**src/sv/bcc_pkg.sv**
```systemverilog
// shared types, constants and lookup tables for the button click classifier
package bcc_pkg;

  localparam int TIME_WIDTH_DEF  = 32;
  localparam int QUEUE_DEPTH_DEF = 2;

  localparam int NOW_W   = 32;
  localparam int EV_W    = 2;
  localparam int CFG_A_W = 3;
  localparam int CFG_D_W = 8;
  localparam int MS_W    = 14;

  localparam logic [CFG_A_W-1:0] REG_DEBOUNCE    = 3'd0;
  localparam logic [CFG_A_W-1:0] REG_DC_LEVEL    = 3'd1;
  localparam logic [CFG_A_W-1:0] REG_LP_LEVEL    = 3'd2;
  localparam logic [CFG_A_W-1:0] REG_ACTIVE_HIGH = 3'd3;
  localparam logic [CFG_A_W-1:0] REG_PAUSE       = 3'd4;

  localparam logic [EV_W-1:0] EV_NONE   = 2'd0;
  localparam logic [EV_W-1:0] EV_SINGLE = 2'd1;
  localparam logic [EV_W-1:0] EV_DOUBLE = 2'd2;
  localparam logic [EV_W-1:0] EV_LONG   = 2'd3;

  typedef struct packed {
    logic [7:0] debounce_ms;
    logic [3:0] dc_window_sel;
    logic [2:0] lp_time_sel;
    logic       active_high;
    logic       pause_enable;
  } cfg_t;

  localparam cfg_t CFG_RESET = '{
    debounce_ms:   8'd20,
    dc_window_sel: 4'd1,
    lp_time_sel:   3'd0,
    active_high:   1'b0,
    pause_enable:  1'b0
  };

  function automatic logic [MS_W-1:0] dc_window_ms(input logic [3:0] level);
    logic [MS_W-1:0] ms;
    case (level)
      4'd0:    ms = 14'd100;
      4'd1:    ms = 14'd200;
      4'd2:    ms = 14'd300;
      4'd3:    ms = 14'd400;
      4'd4:    ms = 14'd500;
      4'd5:    ms = 14'd600;
      4'd6:    ms = 14'd700;
      4'd7:    ms = 14'd800;
      4'd8:    ms = 14'd900;
      default: ms = 14'd1000;
    endcase
    return ms;
  endfunction

  function automatic logic [MS_W-1:0] lp_time_ms(input logic [2:0] level);
    logic [MS_W-1:0] ms;
    case (level)
      3'd0:    ms = 14'd3000;
      3'd1:    ms = 14'd4000;
      3'd2:    ms = 14'd5000;
      3'd3:    ms = 14'd6000;
      3'd4:    ms = 14'd7000;
      3'd5:    ms = 14'd8000;
      3'd6:    ms = 14'd9000;
      default: ms = 14'd10000;
    endcase
    return ms;
  endfunction

endpackage

```
**src/sv/button_click_classifier.sv**
```systemverilog
// top level: button click classifier with debounce front end and classifier back end
// path: an accepted scan waits in the queue, and its event is then loaded into the result register on out_tdata
// throughput: one scan per cycle while out_tready stays high, set by the two-entry queue and the result register
// the front end takes scans while a result waits; it stops only when the queue is full
// reset: synchronous active-low rst_n clears filter, click state, queue and result valid
// reset loads the register defaults: 20 ms debounce, 200 ms window, 3000 ms long press
module button_click_classifier #(
  parameter int TIME_WIDTH  = bcc_pkg::TIME_WIDTH_DEF,
  parameter int QUEUE_DEPTH = bcc_pkg::QUEUE_DEPTH_DEF
) (
  input  logic                          clk,
  input  logic                          rst_n,
  input  logic                          in_tvalid,
  output logic                          in_tready,
  input  logic [39:0]                   in_tdata,    // pin_level, now_ms[31:0], zero pad
  output logic                          out_tvalid,
  input  logic                          out_tready,
  output logic [7:0]                    out_tdata,   // event_code[1:0], zero pad
  input  logic                          cfg_wr_en,
  input  logic [bcc_pkg::CFG_A_W-1:0]   cfg_addr,
  input  logic [bcc_pkg::CFG_D_W-1:0]   cfg_wr_data
);

  localparam int QW = TIME_WIDTH + 1;

  bcc_pkg::cfg_t              cfg_r, cfg_nxt;
  logic                       cfg_clear;
  logic                       scan_en;
  logic                       level_nxt;
  logic [TIME_WIDTH-1:0]      now;
  logic                       q_full, q_pop, q_valid;
  logic [QW-1:0]              q_head;
  logic [bcc_pkg::EV_W-1:0]   ev;

  assign in_tready = !q_full;
  assign scan_en   = in_tvalid && in_tready;
  assign now       = TIME_WIDTH'(in_tdata[bcc_pkg::NOW_W:1]);

  always_comb begin
    cfg_nxt   = cfg_r;
    cfg_clear = 1'b0;
    if (cfg_wr_en) begin
      cfg_clear = 1'b1;
      case (cfg_addr)
        bcc_pkg::REG_DEBOUNCE:    cfg_nxt.debounce_ms   = cfg_wr_data;
        bcc_pkg::REG_DC_LEVEL:    cfg_nxt.dc_window_sel = cfg_wr_data[3:0];
        bcc_pkg::REG_LP_LEVEL:    cfg_nxt.lp_time_sel   = cfg_wr_data[2:0];
        bcc_pkg::REG_ACTIVE_HIGH: cfg_nxt.active_high   = cfg_wr_data[0];
        bcc_pkg::REG_PAUSE:       cfg_nxt.pause_enable  = cfg_wr_data[0];
        default:                  cfg_clear             = 1'b0;
      endcase
    end
  end

  always_ff @(posedge clk) begin
    if (!rst_n) begin
      cfg_r <= bcc_pkg::CFG_RESET;
    end else begin
      cfg_r <= cfg_nxt;
    end
  end

  bcc_front #(
    .TIME_WIDTH (TIME_WIDTH)
  ) u_front (
    .clk       (clk),
    .rst_n     (rst_n),
    .cfg       (cfg_r),
    .scan_en   (scan_en),
    .pin_level (in_tdata[0]),
    .now       (now),
    .level_nxt (level_nxt)
  );

  bcc_queue #(
    .WIDTH (QW),
    .DEPTH (QUEUE_DEPTH)
  ) u_queue (
    .clk        (clk),
    .rst_n      (rst_n),
    .push       (scan_en),
    .push_data  ({now, level_nxt}),
    .full       (q_full),
    .pop        (q_pop),
    .head_valid (q_valid),
    .head_data  (q_head)
  );

  bcc_back #(
    .TIME_WIDTH (TIME_WIDTH)
  ) u_back (
    .clk        (clk),
    .rst_n      (rst_n),
    .cfg        (cfg_r),
    .clear      (cfg_clear),
    .head_valid (q_valid),
    .head_level (q_head[0]),
    .head_now   (q_head[QW-1:1]),
    .pop        (q_pop),
    .out_valid  (out_tvalid),
    .out_event  (ev),
    .out_ready  (out_tready)
  );

  assign out_tdata = {6'd0, ev};

`ifndef SYNTHESIS
  a_no_push_when_full: assert property (@(posedge clk) disable iff (!rst_n)
    scan_en |-> !q_full)
    else $error("scan pushed into a full queue");

  a_pop_needs_entry: assert property (@(posedge clk) disable iff (!rst_n)
    q_pop |-> q_valid)
    else $error("back end popped an empty queue");

  a_pop_loads_result: assert property (@(posedge clk) disable iff (!rst_n)
    q_pop |=> out_tvalid)
    else $error("popped scan produced no result");

  a_reset_clears_valid: assert property (@(posedge clk)
    !rst_n |=> !out_tvalid)
    else $error("result valid after reset");
`endif

endmodule

```
**src/sv/bcc_front.sv**
```systemverilog
// front end: polarity and debounce filter, one scan per cycle
module bcc_front #(
  parameter int TIME_WIDTH = bcc_pkg::TIME_WIDTH_DEF
) (
  input  logic                  clk,
  input  logic                  rst_n,
  input  bcc_pkg::cfg_t         cfg,
  input  logic                  scan_en,
  input  logic                  pin_level,
  input  logic [TIME_WIDTH-1:0] now,
  output logic                  level_nxt
);

  logic                  filt_r, filt_nxt;
  logic [TIME_WIDTH-1:0] settle_r, settle_nxt;
  logic [1:0]            last_raw_r, last_raw_nxt;
  logic                  raw;
  logic [TIME_WIDTH-1:0] settled_for;

  always_comb begin
    raw          = cfg.active_high ? pin_level : ~pin_level;
    filt_nxt     = filt_r;
    settle_nxt   = settle_r;
    last_raw_nxt = last_raw_r;
    if (!cfg.pause_enable) begin
      if (raw != filt_r) begin
        if ({1'b0, raw} != last_raw_r) begin
          settle_nxt   = now;
          last_raw_nxt = {1'b0, raw};
        end
      end else begin
        last_raw_nxt = {1'b0, raw};
      end
    end
    settled_for = now - settle_nxt;
    if (!cfg.pause_enable && raw != filt_r &&
        settled_for >= TIME_WIDTH'(cfg.debounce_ms)) begin
      filt_nxt = raw;
    end
  end

  assign level_nxt = filt_nxt;

  always_ff @(posedge clk) begin
    if (!rst_n) begin
      filt_r     <= 1'b0;
      settle_r   <= '0;
      last_raw_r <= 2'd3;
    end else if (scan_en) begin
      filt_r     <= filt_nxt;
      settle_r   <= settle_nxt;
      last_raw_r <= last_raw_nxt;
    end
  end

endmodule

```
**src/sv/bcc_queue.sv**
```systemverilog
// short register queue between front and back end
module bcc_queue #(
  parameter int WIDTH = 1,
  parameter int DEPTH = bcc_pkg::QUEUE_DEPTH_DEF
) (
  input  logic             clk,
  input  logic             rst_n,
  input  logic             push,
  input  logic [WIDTH-1:0] push_data,
  output logic             full,
  input  logic             pop,
  output logic             head_valid,
  output logic [WIDTH-1:0] head_data
);

  localparam int PW = (DEPTH > 1) ? $clog2(DEPTH) : 1;
  localparam int CW = $clog2(DEPTH + 1);
  localparam logic [PW-1:0] LAST = PW'(DEPTH - 1);
  localparam logic [CW-1:0] FULL_CNT = CW'(DEPTH);

  logic [WIDTH-1:0] slot_r [DEPTH];
  logic [PW-1:0]    wr_ptr_r, wr_ptr_nxt;
  logic [PW-1:0]    rd_ptr_r, rd_ptr_nxt;
  logic [CW-1:0]    count_r, count_nxt;

  assign full       = (count_r == FULL_CNT);
  assign head_valid = (count_r != '0);
  assign head_data  = slot_r[rd_ptr_r];

  always_comb begin
    wr_ptr_nxt = wr_ptr_r;
    rd_ptr_nxt = rd_ptr_r;
    count_nxt  = count_r;
    if (push) begin
      wr_ptr_nxt = (wr_ptr_r == LAST) ? '0 : wr_ptr_r + 1'b1;
    end
    if (pop) begin
      rd_ptr_nxt = (rd_ptr_r == LAST) ? '0 : rd_ptr_r + 1'b1;
    end
    if (push && !pop) begin
      count_nxt = count_r + 1'b1;
    end else if (pop && !push) begin
      count_nxt = count_r - 1'b1;
    end
  end

  always_ff @(posedge clk) begin
    if (!rst_n) begin
      wr_ptr_r <= '0;
      rd_ptr_r <= '0;
      count_r  <= '0;
    end else begin
      wr_ptr_r <= wr_ptr_nxt;
      rd_ptr_r <= rd_ptr_nxt;
      count_r  <= count_nxt;
    end
  end

  always_ff @(posedge clk) begin
    if (push) begin
      slot_r[wr_ptr_r] <= push_data;
    end
  end

endmodule

```
**src/sv/bcc_back.sv**
```systemverilog
// back end: press/release tracking, click classification and result register
module bcc_back #(
  parameter int TIME_WIDTH = bcc_pkg::TIME_WIDTH_DEF
) (
  input  logic                         clk,
  input  logic                         rst_n,
  input  bcc_pkg::cfg_t                cfg,
  input  logic                         clear,
  input  logic                         head_valid,
  input  logic                         head_level,
  input  logic [TIME_WIDTH-1:0]        head_now,
  output logic                         pop,
  output logic                         out_valid,
  output logic [bcc_pkg::EV_W-1:0]     out_event,
  input  logic                         out_ready
);

  logic                      held_r, held_nxt;
  logic [TIME_WIDTH-1:0]     press_r, press_nxt;
  logic [TIME_WIDTH-1:0]     release_r, release_nxt;
  logic [1:0]                pend_r, pend_nxt;
  logic                      lf_r, lf_nxt;
  logic                      ov_r, ov_nxt;
  logic [bcc_pkg::EV_W-1:0]  ev_r, ev_nxt;
  logic [TIME_WIDTH-1:0]     press_age, release_age, now_age;
  logic [TIME_WIDTH-1:0]     deb, dcw, lpt;

  assign pop       = head_valid && (!ov_r || out_ready);
  assign out_valid = ov_r;
  assign out_event = ev_r;

  always_comb begin
    deb         = TIME_WIDTH'(cfg.debounce_ms);
    dcw         = TIME_WIDTH'(bcc_pkg::dc_window_ms(cfg.dc_window_sel));
    lpt         = TIME_WIDTH'(bcc_pkg::lp_time_ms(cfg.lp_time_sel));
    held_nxt    = held_r;
    press_nxt   = press_r;
    release_nxt = release_r;
    pend_nxt    = pend_r;
    lf_nxt      = lf_r;
    ev_nxt      = bcc_pkg::EV_NONE;
    press_age   = head_now - press_r;

    if (!cfg.pause_enable) begin
      // press edge
      if (head_level && !held_r) begin
        held_nxt  = 1'b1;
        press_nxt = head_now;
        lf_nxt    = 1'b0;
      end
      // release edge
      if (!head_level && held_r) begin
        held_nxt = 1'b0;
        if (!lf_r && press_age > deb) begin
          if (pend_r != 2'd3) begin
            pend_nxt = pend_r + 2'd1;
          end
          release_nxt = head_now;
        end
      end
    end

    now_age     = head_now - press_nxt;
    release_age = head_now - release_nxt;

    if (!cfg.pause_enable) begin
      if (held_nxt && !lf_nxt && now_age >= lpt) begin
        lf_nxt   = 1'b1;
        pend_nxt = 2'd0;
        ev_nxt   = bcc_pkg::EV_LONG;
      end else if (pend_nxt != 2'd0 && !held_nxt) begin
        if (pend_nxt == 2'd2) begin
          pend_nxt = 2'd0;
          ev_nxt   = bcc_pkg::EV_DOUBLE;
        end else if (pend_nxt == 2'd1 && release_age >= dcw) begin
          pend_nxt = 2'd0;
          ev_nxt   = bcc_pkg::EV_SINGLE;
        end
      end
    end

    if (pop) begin
      ov_nxt = 1'b1;
    end else if (out_ready) begin
      ov_nxt = 1'b0;
    end else begin
      ov_nxt = ov_r;
    end
  end

  always_ff @(posedge clk) begin
    if (!rst_n) begin
      held_r    <= 1'b0;
      press_r   <= '0;
      release_r <= '0;
      pend_r    <= 2'd0;
      lf_r      <= 1'b0;
      ov_r      <= 1'b0;
    end else begin
      ov_r <= ov_nxt;
      if (clear) begin
        held_r    <= 1'b0;
        press_r   <= '0;
        release_r <= '0;
        pend_r    <= 2'd0;
        lf_r      <= 1'b0;
      end else if (pop) begin
        held_r    <= held_nxt;
        press_r   <= press_nxt;
        release_r <= release_nxt;
        pend_r    <= pend_nxt;
        lf_r      <= lf_nxt;
      end
    end
  end

  always_ff @(posedge clk) begin
    if (pop) begin
      ev_r <= ev_nxt;
    end
  end

endmodule

```
**config.mk**
```make
export PLATFORM = sky130hd
export DESIGN_NAME = button_click_classifier
export DESIGN_NICKNAME = d
export VERILOG_FILES = /design/src/sv/bcc_pkg.sv /design/src/sv/button_click_classifier.sv /design/src/sv/bcc_front.sv /design/src/sv/bcc_queue.sv /design/src/sv/bcc_back.sv
export SDC_FILE = /design/constraint.sdc
export NUM_CORES = 1
export LEC_CHECK = 0
export BUFFER_PORTS_ARGS = -buffer_cell sky130_fd_sc_hd__buf_4
export CAP_MARGIN = 20
export CORE_MARGIN = 2
export CORE_UTILIZATION = 52
export CTS_CLUSTER_DIAMETER = 60
export DETAILED_ROUTE_END_ITERATION = 16
export GPL_TIMING_DRIVEN = 0
export PLACE_DENSITY = 0.68
export SLEW_MARGIN = 40
export SYNTH_ARGS = -nofsm -noshare
export SYNTH_HDL_FRONTEND = slang
export SYNTH_SLANG_ARGS = --single-unit
```
**constraint.sdc**
```tcl
create_clock -name clk -period 8.5 [get_ports clk]
set_clock_uncertainty 0.2 [all_clocks]
set_input_delay 1.275 -clock clk [delete_from_list [all_inputs] [get_ports clk]]
set_output_delay 1.275 -clock clk [all_outputs]
set_load 0.05 [all_outputs]
```
## After elaboration in Yosys (flattened, before gate mapping)

Memories as Yosys holds them, arrays and structs flattened. A register that Yosys moved wholly into a read port is not among the register bits.
Cells that the tools add are included.

- ROM bits: 128
- Logic and storage cells: 138
- Output and inout bits: 10
- Memory bits (writable): 66
- Register bits after elaboration: 127
- Memories kept: 2

- Equality and inequality tests: 17
- Bitwise gates (word level): 3
- $add $sub $neg: 9
- Multiplexer cells: 47
- Reductions and logical operators: 38
- Magnitude comparators: 4

Memories:

| memory | depth | bits a word | rd ports | clocked after memory_dff | write ports | line | source |
|---|---|---|---|---|---|---|---|
| (no name shown) | 16 | 8 | 1 | 1 | 0 | bcc_pkg.sv:42 | `case (level)` |
| u_queue.slot_r | 2 | 33 | 1 | 1 | 1 | bcc_queue.sv:21 | `logic [WIDTH-1:0] slot_r [DEPTH];` |

Operator list:

| cell | number |
|---|---|
| 32-bit 2-to-1 mux | 8 |
| 32-bit subtractor | 4 |
| 14-bit case mux with 7 select lines | 1 |
| 32-bit by 14-bit >= comparator with 1-bit output | 2 |
| 32-bit by 8-bit >= comparator with 1-bit output | 1 |
| 32-bit by 8-bit > comparator with 1-bit output | 1 |
| 2-bit 2-to-1 mux | 16 |
| 1-bit 2-to-1 mux | 20 |
| 1-bit logical AND | 13 |
| 3-bit by 2-bit equality test with 1-bit output, second input constant | 4 |
| 3-bit equality test, second input constant | 4 |
| 1-bit logical NOT | 10 |
| 2-bit AND reduction | 5 |
| 4-bit 2-to-1 mux | 2 |
| 2-bit nonzero test | 4 |
| 3-bit by 1-bit equality test with 1-bit output, second input constant | 2 |
| 3-bit logical NOT | 2 |
| 5-bit OR reduction | 1 |
| 2-bit by 1-bit adder with 2-bit output, second input constant | 2 |
| 2-bit equality test, second input constant | 2 |
| 1-bit inverter | 3 |
| 3-bit AND reduction | 1 |
| 1-bit adder, second input constant | 2 |
| 2-bit by 1-bit equality test with 1-bit output, second input constant | 1 |
| 7 further kinds | 7 |

## Depth between registers and ports, before layout

- Word-level depth: 14
- Depth in mapped cells: 39
- Gate-level depth less buffers: 38

## By module

Synthesis repeated with hierarchy kept, for this count alone.

- Cells, all modules: 2047
- Area total of the unflattened synthesis: 16917.5 µm²

By module, submodules not included:

| module | area each (µm²) | instances | seq. area each (µm²) | cells an instance |
|---|---|---|---|---|
| bcc_back | 9531.6 | 1 | 1441.4 | 1318 |
| bcc_front | 3993.8 | 1 | 700.7 | 522 |
| bcc_queue | 2602.5 | 1 | 2082.0 | 125 |
| button_click_classifier | 789.5 | 1 | 340.3 | 82 |

## Least setup slack after synthesis

Ideal clock, no wire load.

- Kind: register to register
- Start: register with a tool-made name
- End: register u_back.ev_r (netlist bit u_back.out_event[0]) (data pin)
- Period minus slack after synthesis: 7917 ps
- Cell stages (with the launch flop): 35
- Data required time: 8040 ps
- Arrival: 7457 ps
- Slack: 583 ps
- Path through: dfxtp_1 > clkbuf_1 > buf_1 > mux2i_1 > ha_1 > fa_1 > nand2b_1 > a21oi_1 > o21ai_1 > o31ai_1 > mux2i_1 > or4_1 > nor3_1 > nand4_1 > nand2_1 > buf_2 > mux2i_1 > ha_1 > o211ai_1 > a21oi_1 > o21ai_0 > nand2_1 > xor2_1 > ha_1 > a221oi_1 > o211ai_1 > nor4_1 > nand3_1 > nor4_1 > o2111ai_1 > nor4_1 > nand4_1 > nor4_1 > o21a_1 > o21bai_1

RTL lines:

| what | line | source |
|---|---|---|
| end signal: assignment | bcc_back.sv:119 | `ev_r <= ev_nxt;` |
| end: declaration | bcc_back.sv:24 | `logic [bcc_pkg::EV_W-1:0] ev_r, ev_nxt;` |

==> insert_results.sql <==
INSERT INTO impl_metrics (metric_group, metric, value, unit) VALUES
('clock_tree', 'cts.root.buffer_cell', 'sky130_fd_sc_hd__clkbuf_16', ''),
('pwr', 'power_density_over_the_cells', '365', 'nW/um2'),
('clock_tree', 'worst_skew_pair_latency', '570', 'ps'),
('routing', 'drt_drc_violations_left', '0', ''),
('floorplanning', 'vert_die_dim', '183', 'um'),
('global_route', 'grt_overflow_total', '0', ''),
('synth', 'synth-edff-count', '68', ''),
('place', 'dpl_cell_area', '17600', 'um2'),
('place', 'sum_of_net_half_perimeters_after_detailed_placement', '36.4', 'mm'),
('timing', 'maxClockFrequency', '119', 'MHz'),
('global_route', 'initial_antenna_violation_count', '0', ''),
('worst_hold_path', 'worstHoldPathType', 'reg2reg', ''),
('synth', 'synth_area', '16700', 'um2'),
('setup_path', 'worst_setup_path_end_kind', 'flop', ''),
('synth', 'share_of_synthesized_cell_area_in_full_adder_half_adder_and_majority_cells', '0.129', ''),
('synth', 'synth_simple_gate_area_frac', '0.174', ''),
('synth', 'post_synth_num_cell_types', '82', ''),
('setup_path', 'crit_path_top_delay_cell', 'sky130_fd_sc_hd__dfxtp_4', ''),
('setup_path', 'arrival', '8470', 'ps'),
('floorplanning', 'boundaryPins', '66', ''),
('clock_tree', 'clock_tree.htree_level_count', '1', ''),
('floorplanning', 'start_util', '0.528', ''),
('clock_tree', 'cts_tree', 'done', ''),
('setup_path', 'crit_required', '8590', 'ps'),
('timing', 'report.final.hold_viol_count', '0', ''),
('clock_tree', 'clock-sinks', '202', ''),
('global_route', 'grt_use_total', '0.277', ''),
('floorplanning', 'rows', '65', ''),
('place', 'gp_congestion', '0.943', ''),
('timing', 'total_of_endpoints_with_negative_setup_slack_in_the_final_report', '0', ''),
('floorplanning', 'die-area', '33500', 'um2'),
('global_route', 'grt_max_degree', '24', ''),
('routing', 'antenna_violating_nets_post_route', '0', ''),
('pwr', 'finalPower', '6930', 'uW'),
('synth', 'synth_compound_gate_area_share', '0.234', ''),
('routing', 'overall_routed_net_length', '47.3', 'mm'),
('clock_tree', 'cts_max_path_buffers', '3', ''),
('setup_path', 'path_class', 'reg2reg', ''),
('place', 'port-buffer-count', '52', ''),
('setup_path', 'rrSetupSlack', '120', 'ps'),
('job', 'drv_cap', '0', ''),
('cells_and_area', 'final_core_utilization', '0.602', ''),
('cells_and_area', 'cell_area_after_layout', '19000', 'um2'),
('synth', 'ys_seq_elements', '202', ''),
('cells_and_area', 'nets', '2317', ''),
('timing', 'fin_crit_share', '0.985', ''),
('timing', 'slew_violations', '0', ''),
('cells_and_area', 'diodes', '0', ''),
('routing', 'vias', '15400', ''),
('synth', 'synthesis.yosys.warnings', '0', ''),
('pwr', 'total_leakage_power', '0.00758', 'uW'),
('setup_path', 'timing.critical_path.slowest_cell_delay', '390', 'ps'),
('synth', 'synth_top_family_by_area', 'compound AO/OA/AOI/OAI gates', ''),
('synth', 'synth-seq-area-share', '0.283', ''),
('clock_tree', 'total_clock_buffers_created_by_cts', '27', ''),
('cells_and_area', 'flow.area_growth_from_synthesis', '14.0', '%'),
('global_route', 'number_of_global_route_vias_before_repair', '14200', ''),
('synth', 'asyncSetResetFlopFracSynth', '0', ''),
('synth', 'synthFlopType', 'sky130_fd_sc_hd__dfxtp_1', ''),
('cells_and_area', 'drive_above_1_share', '0.109', ''),
('timing', 'relSlewSlack', '0.448', ''),
('setup_path', 'critPathLaunchType', 'flop', ''),
('floorplanning', 'chipWidth', '183', 'um'),
('synth', 'synth-xor-area-share', '0.0352', ''),
('synth', 'yosys-mux-area-fraction', '0.0950', ''),
('run_status', 'status', 'finished, final reports clean', ''),
('clock_tree', 'clk_pin_slew_worst_paths', '60', 'ps'),
('floorplanning', 'floorplan.core_area', '31600', 'um2'),
('timing', 'timing_worst_slew_pin_value', '823', 'ps'),
('routing', 'detail_route.iter0.violations', '1169', ''),
('pwr', 'irDropWorstVdd', '0.196', 'mV'),
('global_route', 'first_pass_grt_wire_length', '74.6', 'mm'),
('routing', 'wire_per_inst', '18.8', 'um'),
('routing', 'vias_per_cell', '6.12', ''),
('synth', 'netlist_instances', '1997', ''),
('cells_and_area', 'filler_instances', '2830', ''),
('timing', 'grt_setup_unrepaired', 'yes', ''),
('routing', 'drt-pass1-iter-count', '7', ''),
('timing', 'fin_crit', '8380', 'ps'),
('synth', 'postSynthAreaPerCell', '8.35', 'um2'),
('setup_path', 'worst-path-max-fanout', '10', '');
area by class of cell:
| cell class | count | area [um2] | share of cell area |
|---|---|---|---|
| inverter | 107 | 402 | 0.0211 |
| sequential | 202 | 4730 | 0.249 |
| tap | 402 | 503 | 0.0265 |
| clock inverter | 18 | 189 | 0.00995 |
| timing repair buffer | 66 | 527 | 0.0277 |
| clock buffer | 32 | 714 | 0.0376 |
| buffer | 85 | 465 | 0.0245 |
| multi-input combinational | 1603 | 11500 | 0.604 |
cells in the mapped netlist (all sizes together) (5+ instances only):
cell	number	area, um2
nand4	25	156
a21boi	6	45.0
o2111ai	9	78.8
or4	8	61.3
ha	165	2060
or3	7	45.1
inv	105	394
nor3	40	200
dfxtp	134	2680
or2b	6	50.0
mux2	33	372
o31a	5	43.8
o31ai	12	90.1
buf	28	178
a31oi	18	113
a21oi	166	831
nand3	34	170
a211oi	82	616
and2	30	188
o21a	21	158
nand2b	25	156
xnor2	43	377
o22ai	5	31.3
edfxtp	68	2040
xor2	24	210
nor2	171	642
a221oi	6	52.6
o211ai	30	225
nand2	172	646
and3	16	101
o21bai	15	113
a21o	42	319
mux2i	121	1210
nor3b	13	97.6
a2111oi	8	76.3
clkbuf	62	253
nor4	11	68.8
o21ai	131	656
nor2b	26	163
nand3b	5	37.5
a31o	5	43.8
per-stage QoR:
stage                     instances  setup TNS, ps  worst slack, ps  hold slack (ps)
after floorplan                2002              0              583              233
after global placement         2456          -5690            -2360              241
after detailed placement       2458          -5420            -2240              246
after CTS                      2510              0             16.1              255
after global routing           2515           -186             -185              276
final                          2515              0              124              253
power by group:
| part | internal [uW] | total, uW | switching, uW |
|---|---|---|---|
| Sequential | 1150 | 1220 | 68.8 |
| Combinational | 1810 | 4580 | 2770 |
| Clock | 674 | 1140 | 468 |
| Total | 3630 | 6930 | 3310 |
sequential cells by signal (all words and copies together), names as in the netlist, named ones only:
signal and flops:
u_front.last_raw_r 2, u_front.filt_r 1, u_back.out_valid 1, u_back.dcw 8
u_back.held_r 1, u_back.pend_r 2, u_back.press_r 32, cfg_r 17
u_queue.count_r 2, u_queue.wr_ptr_r 1, u_front.settle_r 32, u_queue.rd_ptr_r 1
u_back.lf_r 1, u_queue.slot_r 66, u_back.out_event 2, u_back.release_r 32
path summary, 6_finish.rpt:
| path | startpoint | to | depth (start not counted) |
|---|---|---|---|
| min reg2reg | u_front.settle_r[3] | u_front.settle_r[3] | 2 |
| max | flop | u_back.out_event[0] | 39 |
| max reg2reg | flop | u_back.out_event[0] | 39 |
| min | u_front.settle_r[3] | u_front.settle_r[3] | 2 |
repair_timing:
item                       CTS  global route
hold buffers                 0             0
buffers inserted             3             9
setup endpoints to repair    2             5
gates resized for setup     31            45
pin swaps                    4            15
routing by layer:
metal / track usage / vias up / wire, um / part of all wire
met5: 0 / - / 0 / 0
met4: 0.0915 / 0 / 1560 / 0.033
met3: 0.0439 / 87 / 2640 / 0.056
met2: 0.445 / 448 / 21200 / 0.45
met1: 0.380 / 7279 / 21900 / 0.46
li1: - / 7566 / - / -
logic make-up after synthesis:
| logic type | Yosys count |
|---|---|
| flip-flops | 202 |
| AND/OR/NAND/NOR | 602 |
| AO/OA/AOI/OAI | 605 |
| buffers and inverters | 197 |
| multiplexers | 154 |
| XOR/XNOR | 67 |
| adder cells (fa/ha/maj) | 169 |
| other | 1 |
layout by cell type (no fill, tap or decap), types with 25 or more instances in the layout:
master                      instances
sky130_fd_sc_hd__a211oi_1          82
sky130_fd_sc_hd__a21o_1            39
sky130_fd_sc_hd__a21oi_1          160
sky130_fd_sc_hd__and2_1            29
sky130_fd_sc_hd__buf_4             74
sky130_fd_sc_hd__clkbuf_1          57
sky130_fd_sc_hd__clkbuf_16         27
sky130_fd_sc_hd__dfxtp_1          133
sky130_fd_sc_hd__edfxtp_1          68
sky130_fd_sc_hd__ha_1             158
sky130_fd_sc_hd__inv_1            105
sky130_fd_sc_hd__mux2_2            28
sky130_fd_sc_hd__mux2i_1          114
sky130_fd_sc_hd__nand2_1          171
sky130_fd_sc_hd__nand3_1           34
sky130_fd_sc_hd__nand4_1           25
sky130_fd_sc_hd__nor2_1           168
sky130_fd_sc_hd__nor2b_1           26
sky130_fd_sc_hd__nor3_1            38
sky130_fd_sc_hd__o211ai_1          30
sky130_fd_sc_hd__o21ai_0          125
sky130_fd_sc_hd__xnor2_1           43
worst max-delay path, delay by kind of cell (launching register included):
family,cells,cell delay (ps)
xor+xnor,2,310
buf+inv,3,480
fa+ha+maj,5,1490
compound gates,10,1520
mux,2,470
flops,1,390
simple gates,17,3240
No activity file was read; power rests on OpenSTA's default activity.
